--- src/rtl/core/uvs_pkg.sv ---
`default_nettype none
package uvs_pkg;

  localparam int ANGLE_BITS = 16;
  localparam int COORD_BITS = 16;

  localparam int unsigned SIN_A = 51472;
  localparam int unsigned SIN_B = 21024;
  localparam int unsigned SIN_C = 2320;

  localparam logic [2:0] CFG_CENTER_X = 3'd0;
  localparam logic [2:0] CFG_CENTER_Y = 3'd1;
  localparam logic [2:0] CFG_CENTER_Z = 3'd2;
  localparam logic [2:0] CFG_RADIUS_X = 3'd3;
  localparam logic [2:0] CFG_RADIUS_Y = 3'd4;
  localparam logic [2:0] CFG_RADIUS_Z = 3'd5;
  localparam logic [2:0] CFG_SEGMENTS = 3'd6;
  localparam logic [2:0] CFG_RINGS    = 3'd7;

  localparam logic OP_GRID = 1'b0;
  localparam logic OP_CAP  = 1'b1;
  localparam logic KIND_VERTEX = 1'b0;
  localparam logic KIND_TRI    = 1'b1;

  typedef struct packed {
    logic       op;
    logic [7:0] ring;
    logic [7:0] segment;
  } in_req_t;

  typedef struct packed {
    logic              kind;
    logic [16:0]       slot;
    logic signed [15:0] pos_x;
    logic signed [15:0] pos_y;
    logic signed [15:0] pos_z;
    logic signed [15:0] norm_x;
    logic signed [15:0] norm_y;
    logic signed [15:0] norm_z;
    logic [15:0]       corner_a;
    logic [15:0]       corner_b;
    logic [15:0]       corner_c;
    logic              last;
  } out_req_t;

  // Record queued for emission, one per cell slot
  typedef struct packed {
    logic     vld;
    out_req_t rec;
  } slot_t;

endpackage
`default_nettype wire

--- src/rtl/core/uvs_cell.sv ---
`default_nettype none
// One cell of the emission chain: load a record or shift from upstream
module uvs_cell
  import uvs_pkg::*;
(
  input  wire logic  clk,
  input  wire logic  rst_n,
  input  wire logic  load,
  input  wire slot_t load_d,
  input  wire logic  shift,
  input  wire slot_t up_d,
  output slot_t      q
);
  slot_t q_r, q_nxt;
  always_comb begin
    q_nxt = q_r;
    if (load) q_nxt = load_d;
    else if (shift) q_nxt = up_d;
  end
  always_ff @(posedge clk) begin
    if (!rst_n) q_r.vld <= 1'b0;
    else q_r.vld <= q_nxt.vld;
    q_r.rec <= q_nxt.rec;
  end
  assign q = q_r;
endmodule
`default_nettype wire

--- config.mk ---
export PLATFORM = sky130hd
export DESIGN_NAME = uvs_cell
export DESIGN_NICKNAME = d
export VERILOG_FILES = /design/src/rtl/core/uvs_pkg.sv /design/src/rtl/core/uvs_cell.sv
export SDC_FILE = /design/constraint.sdc
export NUM_CORES = 1
export LEC_CHECK = 0
export BUFFER_PORTS_ARGS = -buffer_cell sky130_fd_sc_hd__buf_2
export CORE_AREA = 2 2 193 195
export CTS_CLUSTER_SIZE = 25
export DETAILED_ROUTE_END_ITERATION = 16
export DIE_AREA = 0 0 195 197
export GPL_TIMING_DRIVEN = 0
export PLACE_DENSITY = 0.48
export SLEW_MARGIN = 20
export SYNTH_ARGS = -nofsm -noshare
export SYNTH_HDL_FRONTEND = slang
export SYNTH_SLANG_ARGS = --single-unit
export TNS_END_PERCENT = 10
--- constraint.sdc ---
create_clock -name clk -period 4.3 [get_ports clk]
set_input_delay 0.86 -clock clk [delete_from_list [all_inputs] [get_ports clk]]
set_output_delay 0.86 -clock clk [all_outputs]
set_load 0.01 [all_outputs]
Word-level counts from Yosys, hierarchy flattened --
Index checks and enable logic that the tools add are counted.
Operators by class: mux-type cells 2, reductions and logical operators 1
Operators by type and width (number):
- $mux 164 | 2
- $reduce_bool 2->1 | 1
Storage, ports and cells: register bits 164, input bits 332, output and inout port bits 164, logic and storage cells 16

Longest topological paths before layout --
depth in word-level cells 2, mapped depth 3

Worst setup path after synthesis --
Ideal clock, no wire load.
path kind input-to-reg, from in load, to reg q_r (netlist bit q[0]), enable pin, data arrival time 3167 ps, data required time 3846 ps, setup slack 678 ps, stages on the path 3, path through buf_4 -> buf_6 -> or2_2
On the way: cells in the longest elaborated chain, start to end 1
RTL lines:
- start: declaration | line uvs_cell.sv:8 | input wire logic load,
- $reduce_bool 2->1 (no source line)
- end: declaration | line uvs_cell.sv:14 | slot_t q_r, q_nxt;
No other way between the ends. A chain may end at the register's enable or synchronous reset.

Worst setup path in the final report --
from in load, to reg q_r (netlist bit q[92]), enable pin
Same word-level chain as after synthesis.

==> results by group <==
Status
  – Outcome: completed

Placed design
  – Dpl cells: 1,314
  – Hpwl dp: 18.3 mm
  – # port buffers: 494
  – Gpl congestion: 0.771

Yosys
  – Synthesis-stage register bit count: 164
  – Adder-Cell Fraction of Synth Area: 0
  – Post-synthesis simple-gate area fraction: 0.00180
  – Syn avg cell area: 20.0 um2
  – Netlist cell types: 10
  – Syn nets: 681
  – Compound-Gate Fraction of Synth Area: 0.00144
  – Seq/Total Area, Yosys: 0.705
  – Mux contribution to synthesized area: 0.265
  – Largest family of logic cells by synthesized area: multiplexers
  – Mapped Area: 6970 um2
  – Top cell type's share of synthesized area: 0.703
  – Xor-xnor portion of the synthesized cell area: 0
  – Synthesis Warnings: 0
  – Synthesized instance count: 349
  – Dominant cells by area after synthesis: edfxtp_1 70%, mux2_2 26%, buf_6 2.3%
  – Area leader, netlist: edfxtp_1

Cells and area
  – Final #Nets: 1,197
  – Layout cells sized above 1: 0.802
  – Area Growth Syn to Fin: 53.5%
  – Post-Layout Cell Count: 1,348
  – Max reg flops: 164

Setup path
  – Max Fanout on Critical Path: 51
  – Critical Path Sink Type: flop
  – Endpoint arrival time on the critical path: 2390 ps
  – Delay-heaviest family, CP: buffers and inverters
  – Worst path bufs/invs: 4
  – Worst Setup Path Type: primary input to flop
  – Worst R2R Start: q[163]$_SDFFE_PN0P_
  – Sequence of cells on the critical path: buf_4 > buf_6 > or2_4 > buf_12 > buf_16
  – Slowest CP cell: or2_4
  – WP data required: 4420 ps
  – CP max stage delay: 520 ps
  – CP Launch Point: load
  – Critical Path Start Type: primary input

Min path
  – Hold_sp: q[163]$_SDFFE_PN0P_
  – Hold WC Path Type: flop to flop

Clock network
  – Root buffer cell: clkbuf_16
  – CTS max path bufs: 2
  – Total CTS buffers: 17
  – CTS tree: yes
  – Post-cts resize count: 0
  – Post-CTS setup buffer count: 0
  – Worst-Skew Late Latency: 440 ps
  – Sink Count: 164
  – H-tree depth: 4
  – Hold Buf Count CTS: 0
  – Clock slew at reported path FFs: 70 ps

GRT
  – Initial antenna violation count: 3
  – Largest net degree at the start of global routing: 52
  – Global-route wire length before repair: 33.3 mm
  – Global route overflow: 0
  – GRT Overall Usage: 0.119
  – Vias in the first global route: 5,535

Floorplanning
  – Io pins: 496
  – Die width: 195 um
  – Core area: 36,300 um2
  – Cell Rows: 70
  – Die area: 38,400 um2
  – Die H: 197 um
  – Starting density of the core: 0.192

STA
  – Fin. Hold Viols: 0
  – RSZ-0062 raised after global routing: false
  – Final Skew: 0 ps
  – Fin. max-slew vios: 0
  – Worst slew pin tran: 582 ps
  – Endpoints failing setup: 0
  – Tcrit/Tclk final: 0.529
  – Rel. slew slack: 0.612
  – Fin crit period: 2270 ps
  – Max Freq: 0.440 GHz

Routing
  – Routed len/inst: 17.0 um
  – Number of vias per cell: 3.81
  – DR DRC count: 0
  – Initial drt markers: 107
  – Drt total wl: 22.9 mm
  – Initial DRT Pass Iterations: 4
  – Routed Antenna Nets: 0
  – Via count: 5,137

Power and ir drop
  – Leak: 0.00469 uW
  – Worst VDD drop: 270 uV
  – Total Power: 4240 uW
  – PD cells: 396 nW/um2

Job
  – Max Cap Viol: 0
==> where the power goes <==
part	internal, uW	switching (uW)	leakage, uW
sequential	1960	42.0	0.00167
combinational	345	319	0.00274
clock	912	659	0.000281
total	3220	1020	0.00469
==> placed cells by master, fill, tap and decap left out <==
cell type   instances
clkinv_1            3
buf_16              2
o211a_1             1
nand2b_1            1
clkinv_2            1
buf_12              1
or2_4               1
clkinvlp_4          2
diode_2             2
clkbuf_1            2
inv_6               3
mux2_2            161
buf_6              14
edfxtp_1          163
mux2_1              3
dfxtp_1             1
clkinv_4            1
bufinv_16           3
clkbuf_16          17
buf_2             496
buf_4               2
==> metrics by stage <==
step,util,TNS [ps],instance area [um2],hold slack (ps),setup WS [ps]
after floorplan,-,0,6970,651,678
after global placement,0.276,-79500,10000,583,-514
after detailed placement,0.279,0,10100,602,1530
after CTS,0.295,0,10700,611,2020
after global routing,0.295,0,10700,621,1940
final,0.295,0,10700,620,2030
==> logic make-up (layout without fill, tap and decap cells) <==
kind of cell,after synthesis,in the layout
DFF,164,164
muxes,164,164
AOI/OAI and AO/OA,1,1
other,0,2
buffers and inverters,18,547
and+or+nand+nor,2,2
==> Yosys cell counts, drive strengths merged <==
cell,number
edfxtp,163
or2,1
dfxtp,1
o211a,1
mux2,164
nand2b,1
buf,18
==> layout make-up <==
| cell class | count | area, um2 |
|---|---|---|
| clock buffer | 19 | 433 |
| sequential | 164 | 4910 |
| multi-input combinational | 167 | 1870 |
| tap | 468 | 586 |
| fill | 3751 | 25600 |
| timing repair buffer | 497 | 2550 |
| buffer | 18 | 183 |
| antenna | 2 | 5.00 |
| clock inverter | 13 | 156 |
==> worst register-to-register path, delay by kind of cell, from the launching register on <==
kind | cells | cell delay, ps
muxes | 1 | 260
AOI/OAI and AO/OA | 1 | 200
DFF | 1 | 310
==> metal layers <==
| metal | track usage | routed length, um | up-vias |
|---|---|---|---|
| met1 | 0.126 | 8590 | 2374 |
| met2 | 0.207 | 11600 | 319 |
| met5 | 0 | 0 | - |
| li1 | - | - | 2418 |
| met3 | 0.0508 | 2250 | 26 |
| met4 | 0.0495 | 464 | 0 |
==> worst paths after layout <==
path,depth (start not counted),slack (ps),endpoint
min reg2reg,2,620,q[163]$_SDFFE_PN0P_
min,2,620,q[163]$_SDFFE_PN0P_
max reg2reg,2,3440,q[163]$_SDFFE_PN0P_
max,5,2030,q[92]$_DFFE_PP_
Power figures use the tool's default switching activity.
