## src/rtl/core/uvs_pkg.sv

```systemverilog
`default_nettype none
package uvs_pkg;

  localparam int ANGLE_BITS = 16;
  localparam int COORD_BITS = 16;

  localparam int unsigned SIN_A = 51472;
  localparam int unsigned SIN_B = 21024;
  localparam int unsigned SIN_C = 2320;

  localparam logic [2:0] CFG_CENTER_X = 3'd0;
  localparam logic [2:0] CFG_CENTER_Y = 3'd1;
  localparam logic [2:0] CFG_CENTER_Z = 3'd2;
  localparam logic [2:0] CFG_RADIUS_X = 3'd3;
  localparam logic [2:0] CFG_RADIUS_Y = 3'd4;
  localparam logic [2:0] CFG_RADIUS_Z = 3'd5;
  localparam logic [2:0] CFG_SEGMENTS = 3'd6;
  localparam logic [2:0] CFG_RINGS    = 3'd7;

  localparam logic OP_GRID = 1'b0;
  localparam logic OP_CAP  = 1'b1;
  localparam logic KIND_VERTEX = 1'b0;
  localparam logic KIND_TRI    = 1'b1;

  typedef struct packed {
    logic       op;
    logic [7:0] ring;
    logic [7:0] segment;
  } in_req_t;

  typedef struct packed {
    logic              kind;
    logic [16:0]       slot;
    logic signed [15:0] pos_x;
    logic signed [15:0] pos_y;
    logic signed [15:0] pos_z;
    logic signed [15:0] norm_x;
    logic signed [15:0] norm_y;
    logic signed [15:0] norm_z;
    logic [15:0]       corner_a;
    logic [15:0]       corner_b;
    logic [15:0]       corner_c;
    logic              last;
  } out_req_t;

  // Record queued for emission, one per cell slot
  typedef struct packed {
    logic     vld;
    out_req_t rec;
  } slot_t;

endpackage
`default_nettype wire

```

## src/rtl/core/uvs_sin.sv

```systemverilog
`default_nettype none
// Pipelined quarter-wave polynomial sine, 4 register stages
module uvs_sin
  import uvs_pkg::*;
(
  input  wire logic                  clk,
  input  wire logic [ANGLE_BITS-1:0] ph,
  output logic signed [16:0]         s
);
  logic [1:0]  quad;
  logic [15:0] x_c;
  logic [ANGLE_BITS-3:0] frac;
  logic [ANGLE_BITS+12:0] fx;
  logic [15:0] x1_r, x2_r, x3_r, x4_r, x2v_r, x2v3_r;
  logic [1:0]  q1_r, q2_r, q3_r, q4_r;
  logic [15:0] t1_r, t2_r;
  logic [31:0] m1;
  logic [32:0] m2, m3;
  logic [16:0] tb;
  logic [15:0] ta;
  logic [15:0] sm;

  always_comb begin
    quad = ph[ANGLE_BITS-1 -: 2];
    frac = ph[ANGLE_BITS-3:0];
    fx = {frac, 15'd0};
    x_c = 16'(fx >> (ANGLE_BITS - 2));
    if (quad[0]) x_c = 16'd32768 - x_c;
  end

  assign m1 = 32'(x1_r) * 32'(x1_r);
  always_ff @(posedge clk) begin
    x1_r <= x_c;  q1_r <= quad;
    x2_r <= x1_r; q2_r <= q1_r; x2v_r <= 16'(m1 >> 15);
    x3_r <= x2_r; q3_r <= q2_r; x2v3_r <= x2v_r;
    t1_r <= 16'((32'(SIN_C) * 32'(x2v_r)) >> 15);
    x4_r <= x3_r; q4_r <= q3_r;
    t2_r <= 16'(m2 >> 15);
  end
  assign tb = 17'(SIN_B) - 17'(t1_r);
  assign m2 = 33'(tb) * 33'(x2v3_r);
  assign ta = 16'(SIN_A) - t2_r;
  assign m3 = 33'(ta) * 33'(x4_r);
  always_comb begin
    sm = (m3[32:15] > 18'd32767) ? 16'd32767 : m3[30:15];
    s = q4_r[1] ? -$signed({1'b0, sm}) : $signed({1'b0, sm});
  end
endmodule
`default_nettype wire

```

## config.mk

```make
export PLATFORM = sky130hd
export DESIGN_NAME = uvs_sin
export DESIGN_NICKNAME = d
export VERILOG_FILES = /design/src/rtl/core/uvs_pkg.sv /design/src/rtl/core/uvs_sin.sv
export SDC_FILE = /design/constraint.sdc
export NUM_CORES = 2
export LEC_CHECK = 0
export ABC_AREA = 1
export BUFFER_PORTS_ARGS = -buffer_cell sky130_fd_sc_hd__buf_2
export CORE_ASPECT_RATIO = 0.6
export CORE_MARGIN = 2
export CORE_UTILIZATION = 45
export DETAILED_ROUTE_END_ITERATION = 8
export MAX_ROUTING_LAYER = met4
export PLACE_DENSITY_LB_ADDON = 0.1
export SETUP_SLACK_MARGIN = 0.5
export SLEW_MARGIN = 30
export SYNTH_ARGS = -nofsm -noshare
export SYNTH_HDL_FRONTEND = slang
export SYNTH_SLANG_ARGS = --single-unit
```

## constraint.sdc

```tcl
create_clock -name clk -period 7.9 [get_ports clk]
set_clock_uncertainty 0.15 [all_clocks]
set_input_delay 0.79 -clock clk [delete_from_list [all_inputs] [get_ports clk]]
set_output_delay 0.79 -clock clk [all_outputs]
set_load 0.005 [all_outputs]
```

# ---- Word-level counts from Yosys, hierarchy flattened
# Cells that the tools add are included.
dict set report totals {
  regBits 133
  input_bits 17
  output_inout_bits 17
}
dict set report classes {
  n_addsub 4
  n_mul 4
  magnitude_cmp 1
  muxes 3
}
# op n
set op_table {}
lappend op_table {{16-bit by 16-bit multiplier with 32-bit output} 1}
lappend op_table {{16-bit by 16-bit multiplier with 31-bit output} 1}
lappend op_table {{17-bit by 16-bit multiplier with 31-bit output} 1}
lappend op_table {{8-bit by 16-bit multiplier with 24-bit output (first input constant)} 1}
lappend op_table {{17-bit by 15-bit greater-than comparator with 1-bit output (second input constant)} 1}
lappend op_table {{17-bit 2-to-1 mux} 1}
lappend op_table {{16-bit negator with 17-bit output} 1}
lappend op_table {{16-bit 2-to-1 mux} 1}
lappend op_table {{15-bit by 13-bit subtractor with 16-bit output (first input constant)} 1}
lappend op_table {{16-bit by 15-bit subtractor with 16-bit output (first input constant)} 1}
lappend op_table {{16-bit subtractor (first input constant)} 1}
lappend op_table {{15-bit 2-to-1 mux} 1}

# ---- Longest topological paths before layout
dict set report logic_depth {
  word_depth 6
  ltp_mapped 52
  mapped_depth_nobuf 49
}

# ---- Least setup slack after synthesis
# OpenSTA, ideal clock, no wires.
dict set report synth_timing {
  kind {flip-flop to output port}
  startpoint {reg t2_r[0]}
  endpoint {out s[8]}
  t_arrival_ps 7637
  slack_ps -677
  stages_incl_launch_ff 47
  path_cell_list {dfxtp_1 -> buf_2 -> clkbuf_1 -> inv_1 -> ha_1 -> nand3_1 -> a21oi_1 -> nand2_1 -> nor2_1 -> inv_1 -> a21oi_1 -> a21oi_1 -> or2_1 -> nand2_1 -> clkinv_1 -> nand2_1 -> fa_1 -> fa_1 -> (+11 left out) -> nand2_1 -> a21oi_2 -> nand2_1 -> nand2_1 -> nand2_2 -> nor2_4 -> buf_6 -> nand2_1 -> inv_1 -> ha_1 -> nand2_1 -> inv_1 -> nand2_2 -> nor2_4 -> nand2_1 -> nand2_2 -> xor2_1 -> inv_1}
}
dict set report synth_between {
  elab_chain_cells 6
}
# item line_no
set synth_rtl {}
lappend synth_rtl {{start, declared} uvs_sin.sv:16} ;# logic [15:0] t1_r, t2_r;
lappend synth_rtl {{start signal, assigned} uvs_sin.sv:38} ;# t2_r <= 16'(m2 >> 15);
lappend synth_rtl {{16-bit subtractor *} uvs_sin.sv:42} ;# assign ta = 16'(SIN_A) - t2_r;
lappend synth_rtl {{16-bit by 16-bit multiplier with 32-bit output *} uvs_sin.sv:43} ;# assign m3 = 33'(ta) * 33'(x4_r);
lappend synth_rtl {{17-bit by 15-bit greater-than comparator with 1-bit output} uvs_sin.sv:45} ;# sm = (m3[32:15] > 18'd32767) ? 16'd32767 : m3[30:15];
lappend synth_rtl {{16-bit 2-to-1 mux *} uvs_sin.sv:45}
lappend synth_rtl {{16-bit negator with 17-bit output} uvs_sin.sv:46} ;# s = q4_r[1] ? -$signed({1'b0, sm}) : $signed({1'b0, sm});
lappend synth_rtl {{17-bit 2-to-1 mux *} uvs_sin.sv:46}
lappend synth_rtl {{end, declared} uvs_sin.sv:8} ;# output logic signed [16:0] s
# Every way passes the cells marked *; elsewhere a longest branch is shown, timed or not.

# ---- Worst setup path in the final report
dict set report layout_timing {
  startpoint {reg t2_r[1]}
  endpoint {out s[8]}
}
# Same word-level chain as after synthesis.

==> flow_summary.json <==
{
  "status": "complete, but fails checks",
  "drt_wl_total_mm": 79.77,
  "hold_path.startpoint": "x2_r[10]",
  "netlist-cell-type-count": 47,
  "ys_dominant_reg_cell": "sky130_fd_sc_hd__dfxtp_1",
  "worst_slew_pin_slew_ps": 858.2,
  "post_detailed_placement_half_perimeter_wirelength_mm": 68.43,
  "worst_setup_path_startpoint": "t2_r[1]",
  "wire_length_of_the_first_global_routing_pass_mm": 129.3,
  "path_class": "reg2out",
  "timing.rr.start": "t1_r[1]",
  "cp.required_ps": 6960,
  "drive_above_1_share_pct": 17.21,
  "cts.clk_slew.worst_paths_ps": 80,
  "initial_util_pct": 45.34,
  "die-height_um": 195.6,
  "count_of_final_setup_violators": 17,
  "synth_warnings": 0,
  "floorplan.die_area_um2": 63210,
  "buffer_ports.inserted": 33,
  "syn-cell-area_um2": 27520,
  "cp-end-kind": "output port",
  "drc": 0,
  "nNetsFinal": 4615,
  "fp.dieW_um": 323.3,
  "final.fill_count": 5772,
  "hp-class": "reg2reg",
  "gr-usage-all-layers_pct": 27.40,
  "grt_overflow_total": 0,
  "period_needed_ps": 8980,
  "vias_per_cell": 4.908,
  "placementRows": 70,
  "dr_total_vias": 22470,
  "clkLatencyLatePin_ps": 460,
  "ctsLongestPathBuffers": 2,
  "pin_count": 34,
  "synthesis.area_per_instance_um2": 7.965,
  "routabilityCongestion": 0.9879,
  "cts_tree": "yes",
  "clock_buffer_count_from_cts": 17,
  "drt_first_pass_iters": 5,
  "async_flop_share_pct": 0,
  "cp_slowest_cell": "sky130_fd_sc_hd__fa_2",
  "timing.final.ws_setup_ps": -1080,
  "timing.critical_path.slowest_cell_delay_ps": 550,
  "synth_fp_nets": 4335,
  "max_cap_viol_count": 0,
  "core_area_um2": 60700,
  "areaGrowthSynthToFinish_pct": 18.77,
  "cts_num_sinks": 125,
  "drt_first_iter_violations": 1689,
  "synth-seq-cells": 125,
  "fmaxAchievable_ghz": 0.1114,
  "final_min_period_over_clock_period_pct": 113.7,
  "dr_wl_cell_um": 17.42,
  "grt_setup_unrepaired": "yes",
  "slew_violations": 0,
  "failed_checks": "setup timing",
  "route.antenna.remaining_nets": 0,
  "worst-path-max-fanout": 5,
  "number_of_global_route_vias_before_repair": 23690,
  "final_hold_viol_count": 0,
  "cell_chosen_for_the_clock_root": "sky130_fd_sc_hd__clkbuf_16",
  "synth.yosys.seq_area_share_pct": 9.093,
  "cp-start-kind": "flip-flop",
  "cts_htree_levels": 4,
  "synth_cells": 3455,
  "synth_enable_flop_cells": 0,
  "setup_total_negative_slack_ps": -15510,
  "most_common_cell_on_crit_path": "sky130_fd_sc_hd__nand2_2",
  "largest_net_degree_at_the_start_of_global_routing": 19,
  "antenna_found_initial": 4,
  "max_slew_margin_vs_limit_pct": 42.71,
  "critical_path_arrival_ps": 8040
}
-- critical path: cells and delay by family, from the launching register on --
| family | cells | cell delay, ps |
|---|---|---|
| flops | 1 | 350 |
| simple gates | 24 | 2270 |
| fa+ha+maj | 9 | 3480 |
| compound gates | 4 | 610 |
| buf+inv | 11 | 740 |
| xor+xnor | 1 | 160 |
-- layout by cell type, fill, tap and decap left out, types with 14 or more instances in the layout --
cell type                   count
sky130_fd_sc_hd__nor2_1       231
sky130_fd_sc_hd__xnor2_1       34
sky130_fd_sc_hd__xor2_1        49
sky130_fd_sc_hd__nand3_1       36
sky130_fd_sc_hd__buf_4        265
sky130_fd_sc_hd__fa_1         493
sky130_fd_sc_hd__nand4_1       18
sky130_fd_sc_hd__ha_1         318
sky130_fd_sc_hd__a21oi_1       69
sky130_fd_sc_hd__buf_2         33
sky130_fd_sc_hd__o21ai_0       30
sky130_fd_sc_hd__nand2_4       14
sky130_fd_sc_hd__nor2_2        24
sky130_fd_sc_hd__nand2_1      696
sky130_fd_sc_hd__a21oi_2       18
sky130_fd_sc_hd__dfxtp_1      122
sky130_fd_sc_hd__ha_4          38
sky130_fd_sc_hd__o21bai_1      15
sky130_fd_sc_hd__inv_2         31
sky130_fd_sc_hd__nand2_2       63
sky130_fd_sc_hd__nor2_4        16
sky130_fd_sc_hd__clkbuf_16     17
sky130_fd_sc_hd__inv_1        921
-- state kept, by name, indices dropped and copies added, names as in the netlist --
name	cells
x2_r	15
x2v3_r	16
q4_r	1
t2_r	16
x1_r	15
x4_r	15
q1_r	1
q3_r	1
x2v_r	16
t1_r	13
x3_r	15
q2_r	1
-- synth_stat cells, types with 5 or more instances --
master	instances	share of area, %
sky130_fd_sc_hd__nor2_2	8	0.18
sky130_fd_sc_hd__clkbuf_1	52	0.71
sky130_fd_sc_hd__dfxtp_1	125	9.1
sky130_fd_sc_hd__nor3_1	14	0.25
sky130_fd_sc_hd__o21bai_1	15	0.41
sky130_fd_sc_hd__nand3b_1	7	0.19
sky130_fd_sc_hd__clkinv_1	10	0.14
sky130_fd_sc_hd__nand4_1	18	0.41
sky130_fd_sc_hd__o221ai_1	6	0.19
sky130_fd_sc_hd__nor2_4	5	0.20
sky130_fd_sc_hd__o21ai_0	32	0.58
sky130_fd_sc_hd__and2_1	8	0.18
sky130_fd_sc_hd__fa_1	505	37
sky130_fd_sc_hd__nand2_2	10	0.23
sky130_fd_sc_hd__inv_2	13	0.18
sky130_fd_sc_hd__nand3_1	48	0.87
sky130_fd_sc_hd__a21oi_1	90	1.6
sky130_fd_sc_hd__nor2_1	258	3.5
sky130_fd_sc_hd__inv_1	949	13
sky130_fd_sc_hd__xnor2_1	34	1.1
sky130_fd_sc_hd__nand2_1	764	10
sky130_fd_sc_hd__xor2_1	50	1.6
sky130_fd_sc_hd__a21o_1	10	0.27
sky130_fd_sc_hd__buf_2	7	0.13
sky130_fd_sc_hd__ha_1	358	16
sky130_fd_sc_hd__or2_2	16	0.36
sky130_fd_sc_hd__o21a_1	5	0.14
sky130_fd_sc_hd__nor4_1	5	0.11
-- path summary, 6_finish.rpt --
check	end	slack [ps]	cells after the start
max	s[8]	-1080	49
min	x3_r[10]	160	0
max reg2reg	t2_r[14]	840	33
min reg2reg	x3_r[10]	160	0
-- cell type report --
| type | instances | area (µm²) | area share [%] |
|---|---|---|---|
| clock inverters | 15 | 170.2 | 0.5206 |
| repair inverters | 1 | 5.005 | 0.01531 |
| well taps | 828 | 1036 | 3.170 |
| multi-input cells | 2296 | 22320 | 68.29 |
| flip-flops and latches | 125 | 2509 | 7.675 |
| inverters | 972 | 3695 | 11.30 |
| repair buffers | 322 | 2520 | 7.710 |
| clock buffers | 17 | 425.4 | 1.302 |
| diodes | 2 | 5.005 | 0.01531 |
-- layer usage --
| metal | up-vias | share of wire, % | track usage, % |
|---|---|---|---|
| met5 | - | 0 | - |
| met4 | 0 | 0.66 | 3.118 |
| met3 | 46 | 9.9 | 6.555 |
| met2 | 733 | 37 | 35.28 |
| met1 | 11040 | 53 | 43.64 |
| li1 | 10650 | - | - |
-- logic make-up after synthesis --
family	after synthesis	share of synthesized area, %
AND/OR/NAND/NOR	1172	17.28
buffers and inverters	1034	14.19
XOR/XNOR	84	2.673
flip-flops	125	9.093
adder cells (fa/ha/maj)	863	53.01
AO/OA/AOI/OAI	177	3.751
-- metrics by stage --
stage	area (µm²)	setup WS (ps)	util, %	cells	hold WS (ps)
2_1_floorplan	27720	-288.7	-	3455	159.6
3_3_place_gp	30490	-834.8	50.23	4484	160.4
3_5_place_dp	30490	-922.3	50.23	4484	162.1
4_1_cts	31620	-968.7	52.10	4541	155.2
5_1_grt	32690	-1446	53.85	4578	157.6
6_report	32690	-1080	53.85	4578	163.0
-- repair_timing --
| item | 4_1_cts | 5_1_grt |
|---|---|---|
| buffers inserted | 25 | 34 |
| setup endpoints to repair | 27 | 32 |
| hold buffers | 0 | 0 |
| gates cloned | 0 | 1 |
| pin swaps | 61 | 82 |
| resized for setup | 85 | 186 |
Power is not shown: default switching activity piles up to over one toggle a cycle in this logic, so the estimate is an artifact.
